==> src/hw/rtl/spqp_pkg.sv <==
// ----------------------------------------------------------------------------
// spqp_pkg
// Shared types and constants of the strict priority class queue picker:
// request and result codes, field widths, the command passed from the
// front end to the picker.
// ----------------------------------------------------------------------------
package spqp_pkg;

  localparam int IN_TASK_W  = 16;
  localparam int IN_CLASS_W = 3;
  localparam int STATUS_W   = 2;
  localparam int CFG_W      = 4;
  localparam int CFG_IDX_W  = 3;
  localparam int REG_COUNT  = 8;

  localparam logic [CFG_W-1:0] NO_CLASS = CFG_W'(8);

  typedef enum logic [0:0] {
    REQ_ADD  = 1'b0,
    REQ_NEXT = 1'b1
  } req_t;

  typedef enum logic [STATUS_W-1:0] {
    ST_GIVEN   = 2'd0,
    ST_REST    = 2'd1,
    ST_ADDED   = 2'd2,
    ST_DROPPED = 2'd3
  } status_t;

  typedef struct packed {
    logic                  is_next;
    logic                  cls_ok;
    logic [IN_CLASS_W-1:0] cls;
    logic [IN_TASK_W-1:0]  task_id;
  } cmd_t;

endpackage

==> src/hw/rtl/spqp_front.sv <==
// ----------------------------------------------------------------------------
// spqp_front
// Front end: accepts requests, decodes kind and class range, and holds them
// in a two-entry command queue ahead of the picker.
// ----------------------------------------------------------------------------
module spqp_front import spqp_pkg::*; #(
  parameter int CLASS_COUNT = 8
) (
  input  logic                  clk,
  input  logic                  rst_n,
  input  logic                  in_valid,
  output logic                  in_stall,
  input  logic                  in_req_type,
  input  logic [IN_TASK_W-1:0]  in_task_ident,
  input  logic [IN_CLASS_W-1:0] in_class_ident,
  output logic                  cmd_valid,
  output cmd_t                  cmd,
  input  logic                  cmd_pop
);

  cmd_t       entry_r [2];
  logic       wr_ptr_r, wr_ptr_nxt;
  logic       rd_ptr_r, rd_ptr_nxt;
  logic [1:0] cnt_r, cnt_nxt;
  logic       push;
  cmd_t       cmd_in;

  assign in_stall  = (cnt_r == 2'd2);
  assign push      = in_valid && !in_stall;
  assign cmd_valid = (cnt_r != 2'd0);
  assign cmd       = entry_r[rd_ptr_r];

  always_comb begin
    cmd_in.is_next = (in_req_type == REQ_NEXT);
    cmd_in.cls_ok  = (int'(in_class_ident) < CLASS_COUNT);
    cmd_in.cls     = in_class_ident;
    cmd_in.task_id = in_task_ident;
  end

  always_comb begin
    wr_ptr_nxt = push ? !wr_ptr_r : wr_ptr_r;
    rd_ptr_nxt = cmd_pop ? !rd_ptr_r : rd_ptr_r;
    cnt_nxt    = cnt_r;
    if (push && !cmd_pop) begin
      cnt_nxt = cnt_r + 2'd1;
    end else if (!push && cmd_pop) begin
      cnt_nxt = cnt_r - 2'd1;
    end
  end

  always_ff @(posedge clk) begin
    if (!rst_n) begin
      wr_ptr_r <= 1'b0;
      rd_ptr_r <= 1'b0;
      cnt_r    <= 2'd0;
    end else begin
      wr_ptr_r <= wr_ptr_nxt;
      rd_ptr_r <= rd_ptr_nxt;
      cnt_r    <= cnt_nxt;
    end
  end

  always_ff @(posedge clk) begin
    if (push) begin
      entry_r[wr_ptr_r] <= cmd_in;
    end
  end

endmodule

==> src/hw/rtl/spqp_picker.sv <==
// ----------------------------------------------------------------------------
// spqp_picker
// Back end: per-class FIFO pointers, the task memory, the level table and
// the strict priority pick; drives the registered result channel.
// ----------------------------------------------------------------------------
module spqp_picker import spqp_pkg::*; #(
  parameter int CLASS_COUNT = 8,
  parameter int QUEUE_DEPTH = 16,
  parameter int LEVEL_COUNT = 8,
  parameter int TASK_BITS   = 16
) (
  input  logic                  clk,
  input  logic                  rst_n,
  input  logic                  cmd_valid,
  input  cmd_t                  cmd,
  output logic                  cmd_pop,
  input  logic                  cfg_we,
  input  logic [CFG_IDX_W-1:0]  cfg_index,
  input  logic [CFG_W-1:0]      cfg_wdata,
  output logic                  out_valid,
  input  logic                  out_stall,
  output logic [STATUS_W-1:0]   out_status,
  output logic [IN_TASK_W-1:0]  out_task,
  output logic [IN_CLASS_W-1:0] out_class
);

  localparam int CW        = (CLASS_COUNT > 1) ? $clog2(CLASS_COUNT) : 1;
  localparam int PW        = (QUEUE_DEPTH > 1) ? $clog2(QUEUE_DEPTH) : 1;
  localparam int FW        = $clog2(QUEUE_DEPTH + 1);
  localparam int TW        = (TASK_BITS < IN_TASK_W) ? TASK_BITS : IN_TASK_W;
  localparam int MEM_DEPTH = CLASS_COUNT << PW;

  typedef enum logic [1:0] {
    S_IDLE = 2'b01,
    S_READ = 2'b10
  } state_t;

  state_t              state_r, state_nxt;
  logic [CFG_W-1:0]    cfg_r  [REG_COUNT];
  logic [PW-1:0]       head_r [CLASS_COUNT];
  logic [PW-1:0]       tail_r [CLASS_COUNT];
  logic [FW-1:0]       fill_r [CLASS_COUNT];
  logic [TW-1:0]       mem    [MEM_DEPTH];
  logic [TW-1:0]       rdata_r;
  logic [CW-1:0]       rd_cls_r;

  logic                out_valid_r, out_valid_nxt;
  status_t             out_status_r, out_status_nxt;
  logic [IN_TASK_W-1:0]  out_task_r, out_task_nxt;
  logic [IN_CLASS_W-1:0] out_class_r, out_class_nxt;

  logic [CLASS_COUNT-1:0] nonempty;
  logic                hit;
  logic [CW-1:0]       pick_cls;
  logic [CW-1:0]       sel_cls;
  logic                out_free;
  logic                take;
  logic                add_ok;
  logic                do_add;
  logic                do_pop;
  logic                mem_re;
  logic [CW+PW-1:0]    waddr;
  logic [CW+PW-1:0]    raddr;

  function automatic logic [PW-1:0] advance(input logic [PW-1:0] pos);
    return (pos == PW'(QUEUE_DEPTH - 1)) ? '0 : pos + PW'(1);
  endfunction

  always_comb begin
    for (int c = 0; c < CLASS_COUNT; c++) begin
      nonempty[c] = (fill_r[c] != '0);
    end
  end

  // ascending scan: the highest eligible level wins
  always_comb begin
    hit      = 1'b0;
    pick_cls = '0;
    for (int l = 0; l < LEVEL_COUNT; l++) begin
      if ((int'(cfg_r[l]) < CLASS_COUNT) && nonempty[CW'(cfg_r[l])]) begin
        hit      = 1'b1;
        pick_cls = CW'(cfg_r[l]);
      end
    end
  end

  assign out_free = !out_valid_r || !out_stall;
  assign take     = (state_r == S_IDLE) && cmd_valid && out_free;
  assign sel_cls  = cmd.is_next ? pick_cls : CW'(cmd.cls);
  assign add_ok   = cmd.cls_ok && (fill_r[sel_cls] < FW'(QUEUE_DEPTH));
  assign do_add   = take && !cmd.is_next && add_ok;
  assign do_pop   = take && cmd.is_next && hit;
  assign mem_re   = do_pop;
  assign waddr    = {sel_cls, tail_r[sel_cls]};
  assign raddr    = {sel_cls, head_r[sel_cls]};
  assign cmd_pop  = take;

  always_comb begin
    state_nxt      = state_r;
    out_valid_nxt  = out_valid_r && out_stall;
    out_status_nxt = out_status_r;
    out_task_nxt   = out_task_r;
    out_class_nxt  = out_class_r;
    case (state_r)
      S_IDLE: begin
        if (take) begin
          out_task_nxt  = '0;
          out_class_nxt = '0;
          if (!cmd.is_next) begin
            out_valid_nxt  = 1'b1;
            out_status_nxt = add_ok ? ST_ADDED : ST_DROPPED;
          end else if (!hit) begin
            out_valid_nxt  = 1'b1;
            out_status_nxt = ST_REST;
          end else begin
            state_nxt = S_READ;
          end
        end
      end
      S_READ: begin
        if (out_free) begin
          out_valid_nxt  = 1'b1;
          out_status_nxt = ST_GIVEN;
          out_task_nxt   = IN_TASK_W'(rdata_r);
          out_class_nxt  = IN_CLASS_W'(rd_cls_r);
          state_nxt      = S_IDLE;
        end
      end
      default: begin
        state_nxt = S_IDLE;
      end
    endcase
  end

  always_ff @(posedge clk) begin
    if (!rst_n) begin
      state_r     <= S_IDLE;
      out_valid_r <= 1'b0;
      for (int i = 0; i < REG_COUNT; i++) begin
        cfg_r[i] <= NO_CLASS;
      end
      for (int c = 0; c < CLASS_COUNT; c++) begin
        head_r[c] <= '0;
        tail_r[c] <= '0;
        fill_r[c] <= '0;
      end
    end else begin
      state_r     <= state_nxt;
      out_valid_r <= out_valid_nxt;
      if (cfg_we) begin
        cfg_r[cfg_index] <= cfg_wdata;
      end
      if (do_add) begin
        tail_r[sel_cls] <= advance(tail_r[sel_cls]);
        fill_r[sel_cls] <= fill_r[sel_cls] + FW'(1);
      end
      if (do_pop) begin
        head_r[sel_cls] <= advance(head_r[sel_cls]);
        fill_r[sel_cls] <= fill_r[sel_cls] - FW'(1);
      end
    end
  end

  always_ff @(posedge clk) begin
    out_status_r <= out_status_nxt;
    out_task_r   <= out_task_nxt;
    out_class_r  <= out_class_nxt;
    if (mem_re) begin
      rd_cls_r <= pick_cls;
    end
  end

  always_ff @(posedge clk) begin
    if (do_add) begin
      mem[waddr] <= cmd.task_id[TW-1:0];
    end
    if (mem_re) begin
      rdata_r <= mem[raddr];
    end
  end

  assign out_valid  = out_valid_r;
  assign out_status = out_status_r;
  assign out_task   = out_task_r;
  assign out_class  = out_class_r;

endmodule

==> src/hw/rtl/strict_priority_class_queue_picker_core.sv <==
// Order: a request waits in the command queue until the picker takes it; an
// add result is then registered, while a next request first passes the
// registered task memory read (S_READ). Throughput: one add per cycle while
// the result is not stalled; no new request is taken while in S_READ.
// Reset (synchronous, rst_n low): queues empty, all levels set to no class;
// the task memory is not cleared.
// ----------------------------------------------------------------------------
// strict_priority_class_queue_picker_core
// Per-class task FIFOs with a configurable strict priority level table:
// front end decode and command queue, back end pick and pop.
// ----------------------------------------------------------------------------
module strict_priority_class_queue_picker_core import spqp_pkg::*; #(
  parameter int CLASS_COUNT = 8,
  parameter int QUEUE_DEPTH = 16,
  parameter int LEVEL_COUNT = 8,
  parameter int TASK_BITS   = 16
) (
  input  logic                  clk,
  input  logic                  rst_n,
  input  logic                  in_valid,
  output logic                  in_stall,
  input  logic                  in_req_type,
  input  logic [IN_TASK_W-1:0]  in_task_ident,
  input  logic [IN_CLASS_W-1:0] in_class_ident,
  output logic                  out_valid,
  input  logic                  out_stall,
  output logic [STATUS_W-1:0]   out_status,
  output logic [IN_TASK_W-1:0]  out_task,
  output logic [IN_CLASS_W-1:0] out_class,
  input  logic                  cfg_we,
  input  logic [CFG_IDX_W-1:0]  cfg_index,
  input  logic [CFG_W-1:0]      cfg_wdata
);

  logic cmd_valid;
  cmd_t cmd;
  logic cmd_pop;

  spqp_front #(
    .CLASS_COUNT(CLASS_COUNT)
  ) u_front (
    .clk            (clk),
    .rst_n          (rst_n),
    .in_valid       (in_valid),
    .in_stall       (in_stall),
    .in_req_type    (in_req_type),
    .in_task_ident  (in_task_ident),
    .in_class_ident (in_class_ident),
    .cmd_valid      (cmd_valid),
    .cmd            (cmd),
    .cmd_pop        (cmd_pop)
  );

  spqp_picker #(
    .CLASS_COUNT(CLASS_COUNT),
    .QUEUE_DEPTH(QUEUE_DEPTH),
    .LEVEL_COUNT(LEVEL_COUNT),
    .TASK_BITS  (TASK_BITS)
  ) u_picker (
    .clk        (clk),
    .rst_n      (rst_n),
    .cmd_valid  (cmd_valid),
    .cmd        (cmd),
    .cmd_pop    (cmd_pop),
    .cfg_we     (cfg_we),
    .cfg_index  (cfg_index),
    .cfg_wdata  (cfg_wdata),
    .out_valid  (out_valid),
    .out_stall  (out_stall),
    .out_status (out_status),
    .out_task   (out_task),
    .out_class  (out_class)
  );

endmodule

==> config.mk <==
export PLATFORM = sky130hd
export DESIGN_NAME = strict_priority_class_queue_picker_core
export DESIGN_NICKNAME = d
export VERILOG_FILES = /design/src/hw/rtl/spqp_pkg.sv /design/src/hw/rtl/spqp_front.sv /design/src/hw/rtl/spqp_picker.sv /design/src/hw/rtl/strict_priority_class_queue_picker_core.sv
export SDC_FILE = /design/constraint.sdc
export NUM_CORES = 2
export LEC_CHECK = 0
export ABC_CLOCK_PERIOD_IN_PS = 11900
export BUFFER_PORTS_ARGS = -buffer_cell sky130_fd_sc_hd__buf_4
export CAP_MARGIN = 20
export CORE_MARGIN = 5
export CORE_UTILIZATION = 55
export DETAILED_ROUTE_END_ITERATION = 8
export PLACE_DENSITY = 0.83
export REMOVE_ABC_BUFFERS = 1
export SETUP_SLACK_MARGIN = 0.5
export SLEW_MARGIN = 20
export SYNTH_ARGS = -nofsm -noshare
export SYNTH_HDL_FRONTEND = slang
export SYNTH_HIERARCHICAL = 1
export SYNTH_SLANG_ARGS = --single-unit
==> constraint.sdc <==
create_clock -name clk -period 11.9 [get_ports clk]
set_input_delay 2.975 -clock clk [delete_from_list [all_inputs] [get_ports clk]]
set_output_delay 2.975 -clock clk [all_outputs]
set_load 0.02 [all_outputs]
Word level (Yosys, flattened, before mapping):

Memories as Yosys holds them, arrays and structs flattened. A register that Yosys moved wholly into a read port is not among the register bits.
Index checks and enable logic that the tools add are counted.

* latch bits: 0
* flip-flop bits (word level): 31
* bits of input ports: 32
* RAM bits: 2224
* word-level logic and storage cells: 182
* memory bits (read-only): 0
* memories kept: 6
* output and inout port bits: 23

* equal/unequal tests: 10
* multiply operators: 0
* shift-type cells: 0
* div/mod/pow operators: 0
* reductions and logical operators: 46
* add/sub/neg operators: 6
* bitwise operators: 1
* multiplexer cells: 87
* magnitude comparators: 17

Memory list
* u_picker.mem: depth 128, bits a word 16, read ports 1, clocked after memory_dff 1, wr ports 1, line spqp_picker.sv:43 `logic [TW-1:0] mem [MEM_DEPTH];`
* u_front.entry_r: depth 2, bits a word 20, read ports 1, clocked after memory_dff 1, wr ports 1, line spqp_front.sv:21 `cmd_t entry_r [2];`
* u_picker.fill_r: depth 8, bits a word 5, read ports 9, clocked after memory_dff 0, wr ports 8, line spqp_picker.sv:42 `logic [FW-1:0] fill_r [CLASS_COUNT];`
* u_picker.cfg_r: depth 8, bits a word 4, read ports 8, clocked after memory_dff 0, wr ports 8, line spqp_picker.sv:39 `logic [CFG_W-1:0] cfg_r [REG_COUNT];`
* u_picker.head_r: depth 8, bits a word 4, read ports 1, clocked after memory_dff 0, wr ports 8, line spqp_picker.sv:40 `logic [PW-1:0] head_r [CLASS_COUNT];`
* u_picker.tail_r: depth 8, bits a word 4, read ports 1, clocked after memory_dff 0, wr ports 8, line spqp_picker.sv:41 `logic [PW-1:0] tail_r [CLASS_COUNT];`

Operators by type and width (number)
* $mux 3: 15
* $mux 1: 40
* $reduce_bool 5->1: 8
* $lt 3x4->1 const B: 8
* $lt 4x4->1 const B: 8
* $mux 16: 2
* $pmux 16 s2: 1
* $bmux 1 s3: 8
* $mux 2: 10
* $mux 4: 5
* $logic_and 1x1->1: 18
* $reduce_or 4->1: 3
* $mux 5: 2
* $add 4x1->4 const B: 2
* $eq 4x4->1 const B: 2
* $logic_not 1->1: 8
* $pmux 2 s2: 2
* $reduce_and 4->1: 2
* $ne 2x1->1 const B: 3
* $pmux 3 s2: 1
* $reduce_bool 2->1: 3
* $add 5x1->5 const B: 1
* $lt 5x5->1 const B: 1
* $reduce_or 5->1: 1
* 12 further kinds: 13

Depth between registers and ports, before layout:

An unclocked memory read counts as a cell.

* word-level depth: 24
* mapped depth: 24
* gate-level depth less buffers: 19

Modules after synthesis:

The synthesis kept the hierarchy.

Modules (own cells, without submodules)
* spqp_picker: seq. area each 66844.1 µm², cells each 6631, area an instance 89497.1 µm², times used 1
* spqp_front: seq. area each 1301.2 µm², cells each 89, area an instance 1685.4 µm², times used 1

Worst setup path after synthesis:

No wires, ideal clock.

* path kind: input to register
* from: input out_stall
* to: memory u_picker/fill_r[4][4] in the netlist's numbering, data pin
* stages on the path: 14
* library setup time: 0.266 ns
* arrival time: 5.674 ns
* data required time: 11.634 ns
* slack: 5.960 ns
* path buffers: 3
* cell sequence: nand2_1 > nand3_1 > or2_2 > clkbuf_1 > nor2_1 > clkbuf_1 > ha_1 > a21o_1 > a21oi_1 > xor2_1 > xnor2_1 > or2_2 > clkbuf_1 > nor2_1

RTL lines
* start, declared: line strict_priority_class_queue_picker_core.sv:26 `input logic out_stall,`
* end, declared: line spqp_picker.sv:42

==> results.toml <==
[run_status]
outcome = "complete, no violations"

[global_route]
grt_pass1_vias = 58300
grt-ovfl-total = 0
antenna_found_initial = 25
grt_first_pass_wirelength_um = 374000
grt_usage = 0.289
grt_max_degree = 168

[placement]
placed_cells = 8750
hpwl_um = 149000
io_buffer_count = 54
place_congestion = 0.920

[timing]
worst_slew_pin_slew_ns = 1.20
rsz0062_at_grt = "false"
clock-skew-final_ns = 0.0599
finalSetupTns_ns = 0
max_freq_mhz = 115
worst_slew_margin_rel = 0.195
hold_viol_final = 0
min_period_ns = 8.66
finalSetupViolCount = 0
slew_violations = 0
fin_crit_sh = 0.728

[power_and_ir_drop]
p_leak_nw = 34.0
seqPwrFrac = 0.379
internal_power_mw = 15.5
pwr-share-clk = 0.255
combPwrFrac = 0.366
power_density_nw_per_um2 = 253
p_sw_mw = 10.1
sw_frac_of_total = 0.394
irDropWorstVdd_v = 0.000286

[detailed_routing]
dr_wl_met2_um = 117000
wire_per_inst_um = 28.1
drt_iter0_markers = 10100
via_count = 60100
via_per_inst = 6.56
top_layer_used = "met5"
antenna_left = 0
wirelength_um = 257000
firstDrtPassIters = 7
drc = 0
wl_met3_um = 38700
met1_length_um = 84800

[yosys]
synth_top_cell_by_area = "edfxtp_1"
synth_area_leaders = "edfxtp_1, nand2_1, nand3_1, mux2i_1, nor2_1"
netlist_area_um2 = 91200
synth.cells.most_frequent = "edfxtp_1, nand2_1, nand3_1"
yosysMostFrequentCell = "edfxtp_1"
ys_seq_area_frac = 0.747
yosys_warnings = 6
synth_cells = 6720
synth_edf_count = 2264
ys_ff_latch = 2272
syn_avg_cell_area_um2 = 13.6
ys.flop_type = "edfxtp_1"
ys_async_sr_fraction = 0
synth_cell_types = 92
synth_top_area_frac = 0.746

[clock_tree]
numCtsBuffers = 208
ctsResizeCount = 0
cts-htree-levels = 4
clock_path_buffers = 3
clkLatencyLatePin_ns = 0.87
cts_setup_buffers = 0
cts_sinks = 2272
cts-root-buf = "clkbuf_16"
cts.clk_slew.worst_paths_ns = 0.06
cts_tree = "yes"
postCtsHoldBufs = 0

[die]
start_util = 0.553
pin_count = 55
core_um2 = 165000
die_h_um = 417
die_w_um = 417
fp.dieArea_um2 = 174000
rows = 149

[critical_path]
cp-end-kind = "flip-flop"
crit_type = "flip-flop to flip-flop"
r2r_slack_ns = 3.24
worstPathArrival_ns = 9.24
startpoint_type = "flip-flop"
rr_worst_depth = 20
rr_endpoint = "u_picker/rdata_r[2]$_DFFE_PN_"
worstPathRequired_ns = 12.48
cp_max_fo = 142
rr_startpoint = "u_picker/fill_r[7][0]$_SDFFCE_PN0P_"

[finish]
final_cells = 9155
area_growth_pct = 10.6
layout-drive-gt1-share = 0.0971
fin_nets = 6813

[flow_run]
maxCapViolCount = 0

[hold_path]
holdPathEnd = "u_picker/state_r[1]$_SDFFE_PN0P_"
hold_path_class = "flip-flop to flip-flop"
hold_depth = 1
hold_start = "u_picker/state_r[1]$_SDFFE_PN0P_"
state kept, by name, summed over array words and instances, names as in the netlist, named ones only:
name / count
u_picker/tail_r: 32
u_picker/cfg_r: 32
u_picker/out_class: 3
u_picker/out_status: 2
u_picker/out_valid: 1
u_front/rd_ptr_r: 1
u_front/cnt_r: 2
u_picker/head_r: 32
u_picker/mem: 2048
u_picker/fill_r: 40
u_front/entry_r: 40
u_picker/out_task: 16
u_picker/rd_cls_r: 3
u_front/wr_ptr_r: 1
u_picker/state_r: 2
u_picker/rdata_r: 16
worst max path at each step:
stage                     cells after the start  slack [ns]                                 from                             end
after detailed placement                     20        3.67  u_picker/fill_r[7][0]$_SDFFCE_PN0P_  u_picker/rdata_r[12]$_DFFE_PN_
after global placement                       20        3.74  u_picker/fill_r[7][0]$_SDFFCE_PN0P_  u_picker/rdata_r[12]$_DFFE_PN_
after CTS                                    20        3.65  u_picker/fill_r[7][0]$_SDFFCE_PN0P_  u_picker/rdata_r[12]$_DFFE_PN_
final                                        20        3.24  u_picker/fill_r[7][0]$_SDFFCE_PN0P_   u_picker/rdata_r[2]$_DFFE_PN_
after global routing                         20        3.11  u_picker/fill_r[7][1]$_SDFFCE_PN0P_   u_picker/rdata_r[2]$_DFFE_PN_
after floorplan                              15      -11.02  u_picker/fill_r[5][0]$_SDFFCE_PN0P_  u_picker/rdata_r[14]$_DFFE_PN_
final cells by class:
| cell class | count | area (µm²) |
|---|---|---|
| Inverter | 33 | 136 |
| Sequential cell | 2272 | 68100 |
| Clock buffer | 253 | 5460 |
| Tap cell | 2189 | 2740 |
| Timing Repair Buffer | 261 | 2090 |
| Antenna cell | 22 | 55.1 |
| Fill cell | 11300 | 64200 |
| Clock inverter | 129 | 1190 |
| Multi-Input combinational cell | 3996 | 21000 |
kinds of logic (layout without fill, tap and decap cells):
family | Yosys count | in the layout | synth area share
and+or+nand+nor | 3130 | 3130 | 0.149
DFF | 2272 | 2272 | 0.747
AOI/OAI and AO/OA | 641 | 641 | 0.0511
buffers and inverters | 452 | 676 | 0.0241
muxes | 206 | 206 | 0.0264
adders and majority gates | 9 | 9 | 0.00132
xor gates and xnor gates | 9 | 9 | 0.000864
other | 1 | 23 | 0.0000411
worst max-delay path, stage by stage (launching register included):
cell,delay [ns]
edfxtp_1,0.38
or4_1,0.73
or2_0,0.32
mux4_2,0.47
a2bb2oi_1,0.63
a21boi_0,0.31
o22a_1,0.26
nand3_2,0.07
buf_4,0.27
nor2_1,0.60
nand2_1,0.20
o21ai_4,0.12
buf_12,0.44
inv_6,0.34
nor2_4,0.51
buf_12,0.66
nand3_1,0.29
a221oi_1,0.72
nor3_1,0.12
nor4_1,0.53
nand4_1,0.16
layer usage:
metal	GRT usage	vias to the layer above
met5	0	-
met1	0.371	29000
met2	0.447	5041
li1	-	25100
met3	0.0856	883
met4	0.161	20
through the flow:
step,hold WS [ns],instance area [µm²],worst slack [ns],total power [mW],util
floorplan,0.453,89100,-11.02,16.6,-
global placement,0.468,94100,3.74,18.5,0.570
detailed placement,0.498,94100,3.67,18.7,0.570
CTS,0.519,101000,3.65,25.2,0.611
global route,0.558,101000,3.11,26.3,0.611
finish,0.518,101000,3.24,25.6,0.611
cells in the final DEF, fill, tap and decap left out, types with 29 or more instances in the layout:
cell type,n
clkinv_1,40
inv_1,29
a31oi_1,185
and2_1,49
clkinv_2,49
nor2_1,300
clkbuf_16,211
mux2i_1,152
and3_1,83
a21oi_1,46
edfxtp_1,2264
nor3_1,38
nand2_1,1797
nand4_1,131
clkbuf_1,40
a311oi_1,63
o21ai_0,48
buf_4,251
nand3_1,598
a32oi_1,89
power by group through the flow:
stage / combinational, mW / sequential, mW / clock [mW]
after floorplan: 6.74 / 9.83 / 0
after global placement: 8.63 / 9.83 / 0
after detailed placement: 8.90 / 9.84 / 0
after CTS: 9.00 / 9.67 / 6.54
after global routing: 9.77 / 9.67 / 6.90
final: 9.36 / 9.68 / 6.52
Note: power is estimated with default switching activity, not from simulation.
